**src/udmn_pkg.sv**
```systemverilog
package udmn_pkg;

	localparam int DataW  = 32;
	localparam int ShiftW = 6;
	localparam int PW     = 7;
	localparam int DivSteps = DataW;
	localparam int DivCntW  = $clog2(DivSteps);

	localparam logic [DataW-1:0] TopBit  = 32'h8000_0000;
	localparam logic [DataW-1:0] TopLess = 32'h7FFF_FFFF;
	localparam logic [PW-1:0]    PStart  = 7'd31;
	localparam logic [PW-1:0]    PLimit  = 7'd64;
	localparam logic [PW-1:0]    PBias   = 7'd32;

	// Request to the shared bit-serial divider.
	typedef struct packed {
		logic             start;
		logic [DataW-1:0] dividend;
		logic [DataW-1:0] divisor;
	} div_req_t;

	typedef struct packed {
		logic             done;
		logic [DataW-1:0] quot;
		logic [DataW-1:0] rem;
	} div_rsp_t;

	// Seed values and control for the refinement unit.
	typedef struct packed {
		logic             load;
		logic             release_res;
		logic [DataW-1:0] d;
		logic [DataW-1:0] nc;
		logic [DataW-1:0] q1;
		logic [DataW-1:0] r1;
		logic [DataW-1:0] q2;
		logic [DataW-1:0] r2;
	} ref_ctl_t;

	typedef struct packed {
		logic              done;
		logic [DataW-1:0]  mult;
		logic              addf;
		logic [ShiftW-1:0] shift;
	} ref_stat_t;

endpackage

```
**src/udmn_if.sv**
```systemverilog
interface udmn_in_if;
	logic                         valid;
	logic                         ready;
	logic [udmn_pkg::DataW-1:0]   divisor;

	modport source(output valid, output divisor, input ready);
	modport sink(input valid, input divisor, output ready);
endinterface

interface udmn_out_if;
	logic                         valid;
	logic                         ready;
	logic [udmn_pkg::DataW-1:0]   multiplier;
	logic                         add_flag;
	logic [udmn_pkg::ShiftW-1:0]  shift_amount;

	modport source(output valid, output multiplier, output add_flag, output shift_amount,
		input ready);
	modport sink(input valid, input multiplier, input add_flag, input shift_amount,
		output ready);
endinterface

```
**src/udmn_divider.sv**
```systemverilog
module udmn_divider (
	input  logic                clk,
	input  logic                arst_n,
	input  udmn_pkg::div_req_t  req,
	output udmn_pkg::div_rsp_t  rsp
);

	logic [udmn_pkg::DataW-1:0]   n_q;
	logic [udmn_pkg::DataW-1:0]   r_q;
	logic [udmn_pkg::DataW-1:0]   d_q;
	logic [udmn_pkg::DivCntW-1:0] cnt_q;
	logic                         busy_q;
	logic                         done_q;

	logic [udmn_pkg::DataW:0]     trial;
	logic [udmn_pkg::DataW:0]     diff;
	logic                         ge;
	logic                         last;

	// Restoring division: one quotient bit per cycle. The dividend register
	// shifts out its top bit and takes the new quotient bit at the bottom.
	assign trial = {r_q, n_q[udmn_pkg::DataW-1]};
	assign diff  = trial - {1'b0, d_q};
	assign ge    = (trial >= {1'b0, d_q});
	assign last  = (cnt_q == udmn_pkg::DivCntW'(udmn_pkg::DivSteps - 1));

	always_ff @(posedge clk or negedge arst_n) begin
		if (!arst_n) begin
			cnt_q  <= '0;
			busy_q <= 1'b0;
			done_q <= 1'b0;
		end else begin
			done_q <= busy_q && last;
			if (req.start) begin
				cnt_q  <= '0;
				busy_q <= 1'b1;
			end else if (busy_q) begin
				cnt_q <= cnt_q + 1'b1;
				if (last) begin
					busy_q <= 1'b0;
				end
			end
		end
	end

	always_ff @(posedge clk) begin
		if (req.start) begin
			n_q <= req.dividend;
			r_q <= '0;
			d_q <= req.divisor;
		end else if (busy_q) begin
			n_q <= {n_q[udmn_pkg::DataW-2:0], ge};
			r_q <= ge ? diff[udmn_pkg::DataW-1:0] : trial[udmn_pkg::DataW-1:0];
		end
	end

	assign rsp.done = done_q;
	assign rsp.quot = n_q;
	assign rsp.rem  = r_q;

endmodule

```
**src/udmn_refine.sv**
```systemverilog
module udmn_refine (
	input  logic                 clk,
	input  logic                 arst_n,
	input  udmn_pkg::ref_ctl_t   ctl,
	output udmn_pkg::ref_stat_t  stat
);

	logic [udmn_pkg::DataW-1:0] d_q;
	logic [udmn_pkg::DataW-1:0] nc_q;
	logic [udmn_pkg::DataW-1:0] q1_q;
	logic [udmn_pkg::DataW-1:0] r1_q;
	logic [udmn_pkg::DataW-1:0] q2_q;
	logic [udmn_pkg::DataW-1:0] r2_q;
	logic [udmn_pkg::PW-1:0]    p_q;
	logic                       over_q;
	logic                       addf_q;
	logic                       first_q;
	logic                       active_q;

	logic [udmn_pkg::DataW:0]   t1;
	logic [udmn_pkg::DataW:0]   t2;
	logic [udmn_pkg::DataW:0]   s1;
	logic [udmn_pkg::DataW:0]   s2;
	logic                       ge1;
	logic                       ge2;
	logic                       add_hit;
	logic [udmn_pkg::DataW-1:0] delta;
	logic                       more;
	logic                       done;
	logic                       step;
	logic [udmn_pkg::PW-1:0]    p_off;

	// The first remainder doubles each step and the second doubles plus one; the compares are done on 33 bits.
	assign t1  = {r1_q, 1'b0};
	assign t2  = {r2_q, 1'b1};
	assign s1  = t1 - {1'b0, nc_q};
	assign s2  = t2 - {1'b0, d_q};
	assign ge1 = (t1 >= {1'b0, nc_q});
	assign ge2 = (t2 >= {1'b0, d_q});
	assign add_hit = ge2 ? (q2_q >= udmn_pkg::TopLess) : (q2_q >= udmn_pkg::TopBit);

	// The exit test runs on the registered state after each step, in the same
	// cycle as the candidate next step, which is dropped when the test exits.
	assign delta = d_q - 1'b1 - r2_q;
	assign more  = (q1_q < delta) || ((q1_q == delta) && (r1_q == '0));
	assign done  = active_q && !first_q && ((p_q >= udmn_pkg::PLimit) || over_q || !more);
	assign step  = active_q && !done;

	always_ff @(posedge clk or negedge arst_n) begin
		if (!arst_n) begin
			active_q <= 1'b0;
			first_q  <= 1'b0;
			over_q   <= 1'b0;
			addf_q   <= 1'b0;
			p_q      <= '0;
		end else if (ctl.load) begin
			active_q <= 1'b1;
			first_q  <= 1'b1;
			over_q   <= 1'b0;
			addf_q   <= 1'b0;
			p_q      <= udmn_pkg::PStart;
		end else if (ctl.release_res) begin
			active_q <= 1'b0;
		end else if (step) begin
			first_q <= 1'b0;
			p_q     <= p_q + 1'b1;
			over_q  <= over_q | q1_q[udmn_pkg::DataW-1];
			addf_q  <= addf_q | add_hit;
		end
	end

	always_ff @(posedge clk) begin
		if (ctl.load) begin
			d_q  <= ctl.d;
			nc_q <= ctl.nc;
			q1_q <= ctl.q1;
			r1_q <= ctl.r1;
			q2_q <= ctl.q2;
			r2_q <= ctl.r2;
		end else if (step) begin
			q1_q <= {q1_q[udmn_pkg::DataW-2:0], ge1};
			r1_q <= ge1 ? s1[udmn_pkg::DataW-1:0] : t1[udmn_pkg::DataW-1:0];
			q2_q <= {q2_q[udmn_pkg::DataW-2:0], ge2};
			r2_q <= ge2 ? s2[udmn_pkg::DataW-1:0] : t2[udmn_pkg::DataW-1:0];
		end
	end

	assign p_off      = p_q - udmn_pkg::PBias;
	assign stat.done  = done;
	assign stat.mult  = q2_q + 1'b1;
	assign stat.addf  = addf_q;
	assign stat.shift = p_off[udmn_pkg::ShiftW-1:0];

endmodule

```
**src/unsigned_div_magic_number.sv**
```systemverilog
// Magic-number generator for unsigned 32-bit division by a constant.
// The operand channel takes one divisor per request; the result channel
// returns the multiplier, the add flag and the post-shift for it. Both
// channels move a request at a clock edge where valid and ready are high.
// One divisor is processed at a time. A single bit-serial divider runs
// three 32-step divisions in turn (the remainder of -d by d, then 2^31 by
// nc, then 2^31-1 by d). The refinement unit then doubles both quotient/
// remainder pairs once per cycle, 1 to 33 steps, and checks the exit test
// on the registered state. The shared divider takes most of the time from
// acceptance to result valid. The block returns to idle at the edge that
// loads the result register, so the next divisor can be accepted while it is valid.
// The result sits in an output register; if the receiver stalls, a finished
// result waits in the refinement unit and the next divisor is accepted once
// the result register has been handed over. A zero divisor returns all-zero
// fields. Reset (arst_n low) empties the block and drops any pending result.
module unsigned_div_magic_number (
	input  logic        clk,
	input  logic        arst_n,
	udmn_in_if.sink     operand,
	udmn_out_if.source  result
);

	typedef enum logic [5:0] {
		ST_IDLE = 6'b000001,
		ST_NC   = 6'b000010,
		ST_Q1   = 6'b000100,
		ST_Q2   = 6'b001000,
		ST_REF  = 6'b010000,
		ST_HOLD = 6'b100000
	} state_t;

	state_t state_q;
	state_t state_nxt;

	logic [udmn_pkg::DataW-1:0]  d_q;
	logic [udmn_pkg::DataW-1:0]  nc_q;
	logic [udmn_pkg::DataW-1:0]  q1_q;
	logic [udmn_pkg::DataW-1:0]  r1_q;
	logic [udmn_pkg::DataW-1:0]  mult_q;
	logic                        addf_q;
	logic [udmn_pkg::ShiftW-1:0] shift_q;
	logic                        out_valid_q;

	udmn_pkg::div_req_t  div_req;
	udmn_pkg::div_rsp_t  div_rsp;
	udmn_pkg::ref_ctl_t  ref_ctl;
	udmn_pkg::ref_stat_t ref_stat;

	logic accept;
	logic out_free;
	logic emit;
	logic d_zero;

	assign accept   = operand.valid && operand.ready;
	assign out_free = !out_valid_q || result.ready;
	assign emit     = ((state_q == ST_REF) && ref_stat.done && out_free) ||
		((state_q == ST_HOLD) && out_free);
	assign d_zero   = (d_q == '0);

	assign operand.ready = (state_q == ST_IDLE);

	udmn_divider u_div (
		.clk    (clk),
		.arst_n (arst_n),
		.req    (div_req),
		.rsp    (div_rsp)
	);

	udmn_refine u_ref (
		.clk    (clk),
		.arst_n (arst_n),
		.ctl    (ref_ctl),
		.stat   (ref_stat)
	);

	always_comb begin
		state_nxt        = state_q;
		div_req.start    = 1'b0;
		div_req.dividend = '0;
		div_req.divisor  = d_q;
		unique case (state_q)
			ST_IDLE: begin
				div_req.start    = accept;
				div_req.dividend = '0 - operand.divisor;
				div_req.divisor  = operand.divisor;
				if (accept) begin
					state_nxt = ST_NC;
				end
			end
			ST_NC: begin
				// nc is all ones minus the remainder, i.e. its complement.
				div_req.start    = div_rsp.done;
				div_req.dividend = udmn_pkg::TopBit;
				div_req.divisor  = ~div_rsp.rem;
				if (div_rsp.done) begin
					state_nxt = ST_Q1;
				end
			end
			ST_Q1: begin
				div_req.start    = div_rsp.done;
				div_req.dividend = udmn_pkg::TopLess;
				div_req.divisor  = d_q;
				if (div_rsp.done) begin
					state_nxt = ST_Q2;
				end
			end
			ST_Q2: begin
				if (div_rsp.done) begin
					state_nxt = ST_REF;
				end
			end
			ST_REF: begin
				if (ref_stat.done) begin
					state_nxt = out_free ? ST_IDLE : ST_HOLD;
				end
			end
			ST_HOLD: begin
				if (out_free) begin
					state_nxt = ST_IDLE;
				end
			end
			default: begin
				state_nxt = ST_IDLE;
			end
		endcase
	end

	assign ref_ctl.load        = (state_q == ST_Q2) && div_rsp.done;
	assign ref_ctl.release_res = emit;
	assign ref_ctl.d           = d_q;
	assign ref_ctl.nc          = nc_q;
	assign ref_ctl.q1          = q1_q;
	assign ref_ctl.r1          = r1_q;
	assign ref_ctl.q2          = div_rsp.quot;
	assign ref_ctl.r2          = div_rsp.rem;

	always_ff @(posedge clk or negedge arst_n) begin
		if (!arst_n) begin
			state_q     <= ST_IDLE;
			out_valid_q <= 1'b0;
		end else begin
			state_q <= state_nxt;
			if (emit) begin
				out_valid_q <= 1'b1;
			end else if (result.ready) begin
				out_valid_q <= 1'b0;
			end
		end
	end

	always_ff @(posedge clk) begin
		if (accept) begin
			d_q <= operand.divisor;
		end
		if ((state_q == ST_NC) && div_rsp.done) begin
			nc_q <= ~div_rsp.rem;
		end
		if ((state_q == ST_Q1) && div_rsp.done) begin
			q1_q <= div_rsp.quot;
			r1_q <= div_rsp.rem;
		end
		if (emit) begin
			mult_q  <= d_zero ? '0 : ref_stat.mult;
			addf_q  <= d_zero ? 1'b0 : ref_stat.addf;
			shift_q <= d_zero ? '0 : ref_stat.shift;
		end
	end

	assign result.valid        = out_valid_q;
	assign result.multiplier   = mult_q;
	assign result.add_flag     = addf_q;
	assign result.shift_amount = shift_q;

endmodule

```
**src/flat_wrapper.sv**
```systemverilog
// flat-port wrapper written by rule: the top's interface ports become plain ports
module unsigned_div_magic_number_flat 
  (clk, arst_n, operand_valid, operand_divisor, operand_ready, result_valid, result_multiplier, result_add_flag, result_shift_amount, result_ready);
  udmn_in_if operand_i ();
  udmn_out_if result_i ();
  input  logic clk;
  input  logic arst_n;
  input wire logic [$bits(operand_i.valid)-1:0] operand_valid;
  input wire logic [$bits(operand_i.divisor)-1:0] operand_divisor;
  output wire logic [$bits(operand_i.ready)-1:0] operand_ready;
  output wire logic [$bits(result_i.valid)-1:0] result_valid;
  output wire logic [$bits(result_i.multiplier)-1:0] result_multiplier;
  output wire logic [$bits(result_i.add_flag)-1:0] result_add_flag;
  output wire logic [$bits(result_i.shift_amount)-1:0] result_shift_amount;
  input wire logic [$bits(result_i.ready)-1:0] result_ready;
  assign operand_i.valid = operand_valid;
  assign operand_i.divisor = operand_divisor;
  assign operand_ready = operand_i.ready;
  assign result_valid = result_i.valid;
  assign result_multiplier = result_i.multiplier;
  assign result_add_flag = result_i.add_flag;
  assign result_shift_amount = result_i.shift_amount;
  assign result_i.ready = result_ready;
  unsigned_div_magic_number u_core (.clk(clk), .arst_n(arst_n), .operand(operand_i), .result(result_i));
endmodule
```
**config.mk**
```make
export PLATFORM = sky130hd
export DESIGN_NAME = unsigned_div_magic_number_flat
export DESIGN_NICKNAME = d
export VERILOG_FILES = /design/src/udmn_pkg.sv /design/src/udmn_if.sv /design/src/udmn_divider.sv /design/src/udmn_refine.sv /design/src/unsigned_div_magic_number.sv /design/src/flat_wrapper.sv
export SDC_FILE = /design/constraint.sdc
export NUM_CORES = 1
export LEC_CHECK = 0
export ABC_AREA = 1
export BUFFER_PORTS_ARGS = -buffer_cell sky130_fd_sc_hd__buf_2
export CAP_MARGIN = 25
export CELL_PAD_IN_SITES_DETAIL_PLACEMENT = 0
export CELL_PAD_IN_SITES_GLOBAL_PLACEMENT = 1
export CORE_MARGIN = 2
export CORE_UTILIZATION = 53
export DETAILED_ROUTE_END_ITERATION = 6
export PLACE_DENSITY_LB_ADDON = 0.3
export SLEW_MARGIN = 10
export SYNTH_ARGS = -nofsm -noshare
export SYNTH_HDL_FRONTEND = slang
export SYNTH_SLANG_ARGS = --single-unit
```
**constraint.sdc**
```tcl
create_clock -name clk -period 17.8 [get_ports clk]
set_clock_uncertainty 0.2 [all_clocks]
set_input_delay 3.56 -clock clk [delete_from_list [all_inputs] [get_ports clk]]
set_output_delay 3.56 -clock clk [all_outputs]
set_load 0.02 [all_outputs]
```
**Word level (Yosys, flattened, before mapping)**

Index checks and enable logic that the tools add are counted.

- Flip-flop bits (word level): 480
- Latch bits: 0
- Memory bits (writable): 0
- ROM bits: 0
- Output and inout bits: 41
- Word-level logic and storage cells: 134
- Memories: 0

- Add/sub/neg operators: 10
- $mul: 0
- Divide/modulo/power cells: 0
- Order comparisons: 7
- Equal/unequal tests: 15
- Shift-type cells: 0
- Mux-type cells: 44
- Bitwise operators: 3
- Reduce and logical (&&, ||, !) cells: 29

Operator list:

| operator | number |
|---|---|
| 2-to-1 mux 32 bit | 13 |
| one-hot mux 65 bit (3 select lines) | 1 |
| subtractor 32 bit | 4 |
| greater-or-equal comparator 33 x 32 -> 1 bit | 3 |
| logical NOT 32 bit | 2 |
| 2-to-1 mux 6 bit | 7 |
| one-hot mux 6 bit (6 select lines) | 1 |
| adder 32 x 1 -> 32 bit (second input constant) | 1 |
| equality test 32 bit | 1 |
| greater-or-equal comparator 32 x 31 -> 1 bit (second input constant) | 1 |
| greater-or-equal comparator 32 bit (second input constant) | 1 |
| less-than comparator 32 bit | 1 |
| inverter 32 bit | 1 |
| subtractor 1 x 32 -> 32 bit (first input constant) | 1 |
| subtractor 32 x 1 -> 32 bit (second input constant) | 1 |
| 2-to-1 mux 7 bit | 3 |
| 2-to-1 mux 1 bit | 17 |
| logical AND 1 bit | 12 |
| 2-to-1 mux 5 bit | 2 |
| inequality test 2 bit (second input constant) | 5 |
| nonzero test 2 bit | 4 |
| adder 7 x 1 -> 7 bit (second input constant) | 1 |
| greater-or-equal comparator 7 bit (second input constant) | 1 |
| equality test 6 x 1 -> 1 bit (second input constant) | 1 |
| other kinds (14) | 23 |

**Longest topological paths before layout**

- Depth in word-level cells: 13
- Depth in mapped cells: 28

**Modules after synthesis**

A second synthesis with hierarchy kept.

- Cell total of the unflattened synthesis: 3865
- Area, all modules: 30812.1 µm²

Modules (own cells, without submodules):

| module | times used | cells each | area an instance (µm²) | seq. area each (µm²) |
|---|---|---|---|---|
| udmn_refine | 1 | 2166 | 16233.1 | 6040.8 |
| unsigned_div_magic_number | 1 | 712 | 7682.4 | 5191.2 |
| udmn_divider | 1 | 987 | 6896.6 | 2737.6 |

**Worst setup path after synthesis**

Ideal clock, no wire load.

- Kind: register to register
- From: register u_core.u_ref.d_q[0] (netlist bit)
- To: register u_core.u_ref.q1_q[0] (netlist bit) (enable)
- Arrival time: 5.749 ns
- Required time: 17.108 ns
- Setup slack: 11.359 ns
- Stages on the path, launching flop included: 23
- Buffers on the path: 0
- Clock period less this slack: 6.441 ns
- Cell sequence: edfxtp_1 > ha_1 > fa_1 > nand3_1 > nand2_1 > a21oi_1 > o21ai_0 > nand2_1 > nand2_1 > nand3_1 > nand2_1 > nand2_1 > nand2_1 > xor2_1 > ha_1 > nand2_1 > nor4_1 > nand3_1 > nand2_1 > nand2_1 > nand2_1 > nand2_1 > nand2_1

- Word-level cells in the longest chain between the ends: 11
- Elaborated cells on any way between the ends: 12
- Classes of those cells: add/sub: 2; order compare: 1; eq/ne: 1; reduce/logical: 8

RTL lines:

| element | line | source |
|---|---|---|
| from (decl) | udmn_refine.sv:8 | `logic [udmn_pkg::DataW-1:0] d_q;` |
| from (signal assigned) | udmn_refine.sv:74 | `d_q <= ctl.d;` |
| subtractor 32 x 1 -> 32 bit * | udmn_refine.sv:44 | `assign delta = d_q - 1'b1 - r2_q;` |
| subtractor 32 bit * | udmn_refine.sv:44 |  |
| branches (longest 2 deep; another with less-than comparator 32 bit) | - |  |
| logical OR 1 bit * | udmn_refine.sv:45 | `assign more = (q1_q < delta) \|\| ((q1_q == delta) && (r1_q == '0));` |
| logical NOT 1 bit * | udmn_refine.sv:46 | `assign done = active_q && !first_q && ((p_q >= udmn_pkg::PLimit) \|\| over_q \|\| !more);` |
| logical OR 1 bit * | udmn_refine.sv:46 |  |
| logical AND 1 bit * | udmn_refine.sv:46 |  |
| logical NOT 1 bit * | udmn_refine.sv:47 | `assign step = active_q && !done;` |
| logical AND 1 bit * | udmn_refine.sv:47 |  |
| nonzero test 2 bit (no line) * | - |  |
| to (signal assigned) | udmn_refine.sv:76 | `q1_q <= ctl.q1;` |
| to (signal assigned) | udmn_refine.sv:81 | `q1_q <= {q1_q[udmn_pkg::DataW-2:0], ge1};` |
| to (decl) | udmn_refine.sv:10 | `logic [udmn_pkg::DataW-1:0] q1_q;` |

Mark *: on every way between the ends.
A chain may end at the register's enable or synchronous reset.

**Final worst setup path**

- From: register u_core.state_q[5]
- To: output operand_ready

- Word-level cells in the longest chain between the ends: 1

RTL lines:

| element | line | source |
|---|---|---|
| from (decl) | unsigned_div_magic_number.sv:32 | `state_t state_q;` |
| from (signal assigned) | unsigned_div_magic_number.sv:142 | `state_q <= state_nxt;` |
| equality test 6 x 1 -> 1 bit | unsigned_div_magic_number.sv:60 | `assign operand.ready = (state_q == ST_IDLE);` |
| to (decl) | flat_wrapper.sv:10 | `output wire logic [$bits(operand_i.ready)-1:0] operand_ready;` |

No other way between the ends.

==> flow_summary.json <==
{
  "port_buffers": 76,
  "worstHoldPathType": "reg2reg",
  "fin_crit_sh": 0.367,
  "routed-via-count": 25100,
  "row_count": 85,
  "cts_resized": 0,
  "cts_sinks": 480,
  "placed_area_um2": 30200,
  "grt_overflow_total": 0,
  "grt_pass1_wl_um": 146000,
  "fin_area_um2": 32000,
  "wl_met2_um": 41700,
  "reg2reg_slack_ps": 11960,
  "gp_congestion": 0.982,
  "clock_latency_ps": 620,
  "ys.flop_type": "edfxtp_1",
  "fmax_ghz": 0.153,
  "worst_slew_pin_slew_ps": 1010,
  "synth_most_common_cell": "nand2_1",
  "top_layer": "met5",
  "worstHoldEndpoint": "u_core.u_ref.nc_q[12]$_DFFE_PP_",
  "wl_met1_um": 42300,
  "layout-drive-gt1-share": 0.0696,
  "yosysUniqueCellTypes": 62,
  "finalMaxSlewViolations": 0,
  "finalSetupViolCount": 0,
  "drcViolationCount": 0,
  "post_cts_buffers": 0,
  "worstPathMaxFanout": 71,
  "met3_length_um": 10100,
  "die_h_um": 239,
  "routedWlPerCell_um": 23.1,
  "critPathKind": "reg2out",
  "reg2reg_depth": 24,
  "final_nets": 3699,
  "synth_top_area_cell": "edfxtp_1",
  "drt_pass1_iterations": 6,
  "cts_tree": "done",
  "rsz0062_at_grt": "no",
  "yosys_warnings": 0,
  "drt_iter0_markers": 2596,
  "whs_path_depth": 0,
  "synth_common_cells": "nand2_1 (782), inv_1 (465), edfxtp_1 (423), nand3_1 (295), nor2_1 (278)",
  "antenna_found_initial": 3,
  "cts-root-buf": "clkbuf_16",
  "synthesis.nets": 3632,
  "fp.coreArea_um2": 54100,
  "cp_data_arrival_time_ps": 2770,
  "cts_inserted_buffers": 52,
  "die_x_um": 239,
  "cts_max_level": 2,
  "synth-async-reset-ratio": 0.0521,
  "fill_cells": 4823,
  "yosys.area.top_type_share": 0.435,
  "ys_seq_area_frac": 0.479,
  "syn_area_um2": 29200,
  "status": "complete, no violations",
  "ant_nets": 0,
  "synthCells": 3428,
  "dp_hpwl_um": 74700,
  "start_kind": "register",
  "avgViaCountPerCell": 5.93,
  "postSynthAreaPerCell_um2": 8.51,
  "crit_path_end_kind": "primary output",
  "hold_viol": 0,
  "vdd_drop_max_mv": 0.152,
  "syn_to_final_growth_pct": 9.71,
  "power_density_nw_per_um2": 209,
  "floorplan.initialDensity": 0.539,
  "required_ps": 14040,
  "clk_path_buf_depth": 3,
  "relSlewSlack": 0.325,
  "min_from": "u_core.nc_q[12]$_DFFE_PP_",
  "reg2reg_from": "u_core.u_ref.d_q[0]$_DFFE_PP_",
  "wl_um": 97800,
  "post-route-min-period_ps": 6530,
  "grt.total_usage": 0.343,
  "final.setup.tns_ps": 0,
  "maxCapViolCount": 0,
  "grt_pass1_vias": 23900,
  "grt_start_max_net_pins": 79,
  "leakagePower_nw": 13.9,
  "clkTransAtPathRegs_ps": 60,
  "worstReg2RegEnd": "u_core.u_ref.r1_q[22]$_DFFE_PP_",
  "design.die.area_um2": 56900,
  "synth_edf_count": 423,
  "synthTopCellsByArea": "edfxtp_1 (44%), nand2_1 (10%), ha_1 (7.0%)",
  "boundaryPins": 77,
  "ctsHoldBuffers": 0,
  "synth_seq_cells": 480
}
## where the power goes
part | internal (mW) | switching (mW)
combinational | 1.09 | 2.28
clock | 0.661 | 0.468
sequential | 1.80 | 0.380
## layout make-up
| cell class | instances | area [µm²] | area share |
|---|---|---|---|
| inverter | 479 | 1800 | 0.0562 |
| antenna | 1 | 2.50 | 0.0000782 |
| multi-input combinational | 2388 | 13000 | 0.407 |
| sequential | 480 | 14000 | 0.436 |
| clock inverter | 31 | 352 | 0.0110 |
| clock buffer | 65 | 1400 | 0.0438 |
| timing repair buffer | 94 | 588 | 0.0184 |
| tap | 696 | 871 | 0.0272 |
## logic make-up after synthesis
kind of cell    count (synthesis)  share of synthesized area
xor+xnor                      102                     0.0306
buf+inv                       560                     0.0756
compound gates                572                      0.110
flops                         480                      0.479
mux                             1                   0.000343
simple gates                 1545                      0.231
fa+ha+maj                     168                     0.0731
## metal layers
metal | up-vias | GRT usage
met5 | - | 0
met4 | 4 | 0.124
met3 | 211 | 0.0741
met2 | 1181 | 0.507
met1 | 11900 | 0.498
li1 | 11800 | -
## critical path, stage by stage (launching register included)
cell	delay, ps
dfrtp_1	370
inv_1	60
nand2_1	160
inv_2	60
nand3_2	70
buf_4	560
inv_2	520
buf_2	310
## worst max-delay path by stage
| stage | start | endpoint | slack, ps | cells after the start |
|---|---|---|---|---|
| 3_5_place_dp | operand_valid | u_core.u_div.n_q[17]$_DFFE_PP_ | 11780 | 6 |
| 2_1_floorplan | u_core.u_ref.d_q[0]$_DFFE_PP_ | u_core.u_ref.q1_q[0]$_DFFE_PP_ | 11360 | 22 |
| 6_report | u_core.state_q[5]$_DFFE_PN0P_ | operand_ready | 11270 | 7 |
| 4_1_cts | u_core.state_q[5]$_DFFE_PN0P_ | operand_ready | 11290 | 7 |
| 5_1_grt | u_core.state_q[5]$_DFFE_PN0P_ | operand_ready | 11060 | 7 |
| 3_3_place_gp | operand_valid | u_core.u_div.n_q[26]$_DFFE_PP_ | 11690 | 5 |
## metrics by stage
step | total power [mW] | setup slack, ps | util | std cells | hold WS [ps]
finish | 6.69 | 11270 | 0.591 | 4234 | 218
global route | 7.14 | 11060 | 0.591 | 4233 | 220
CTS | 6.61 | 11290 | 0.590 | 4231 | 218
detailed placement | 5.46 | 11780 | 0.558 | 4135 | 205
global placement | 5.40 | 11690 | 0.557 | 4133 | 201
floorplan | 4.41 | 11360 | - | 3428 | 200
## placed cells by master, fill, tap and decap left out, types with 6 or more instances in the layout
cell,Yosys,final
o21ai_1,51,51
o21ai_0,172,172
buf_2,32,76
xnor2_1,47,47
o21a_1,13,13
ha_1,164,164
nor4_1,23,23
bufinv_16,0,7
nor3_1,54,54
a31oi_1,21,21
edfxtp_1,423,423
nor2_1,278,277
buf_4,4,14
nand4_1,40,40
dfxtp_1,32,32
or2_2,6,6
nor2_4,4,6
nand2_1,782,780
nand3b_1,10,10
a21o_1,18,18
clkbuf_1,32,10
clkbuf_16,0,54
nand3_1,295,295
o221ai_1,20,20
o21bai_1,13,13
xor2_1,55,55
inv_1,465,463
a21boi_0,7,7
nand2_2,14,15
clkinv_1,1,13
o211ai_1,21,21
nor2_2,8,7
dfrtp_1,24,24
inv_2,12,13
a21oi_1,215,215
No activity file was read; power rests on OpenSTA's default activity.
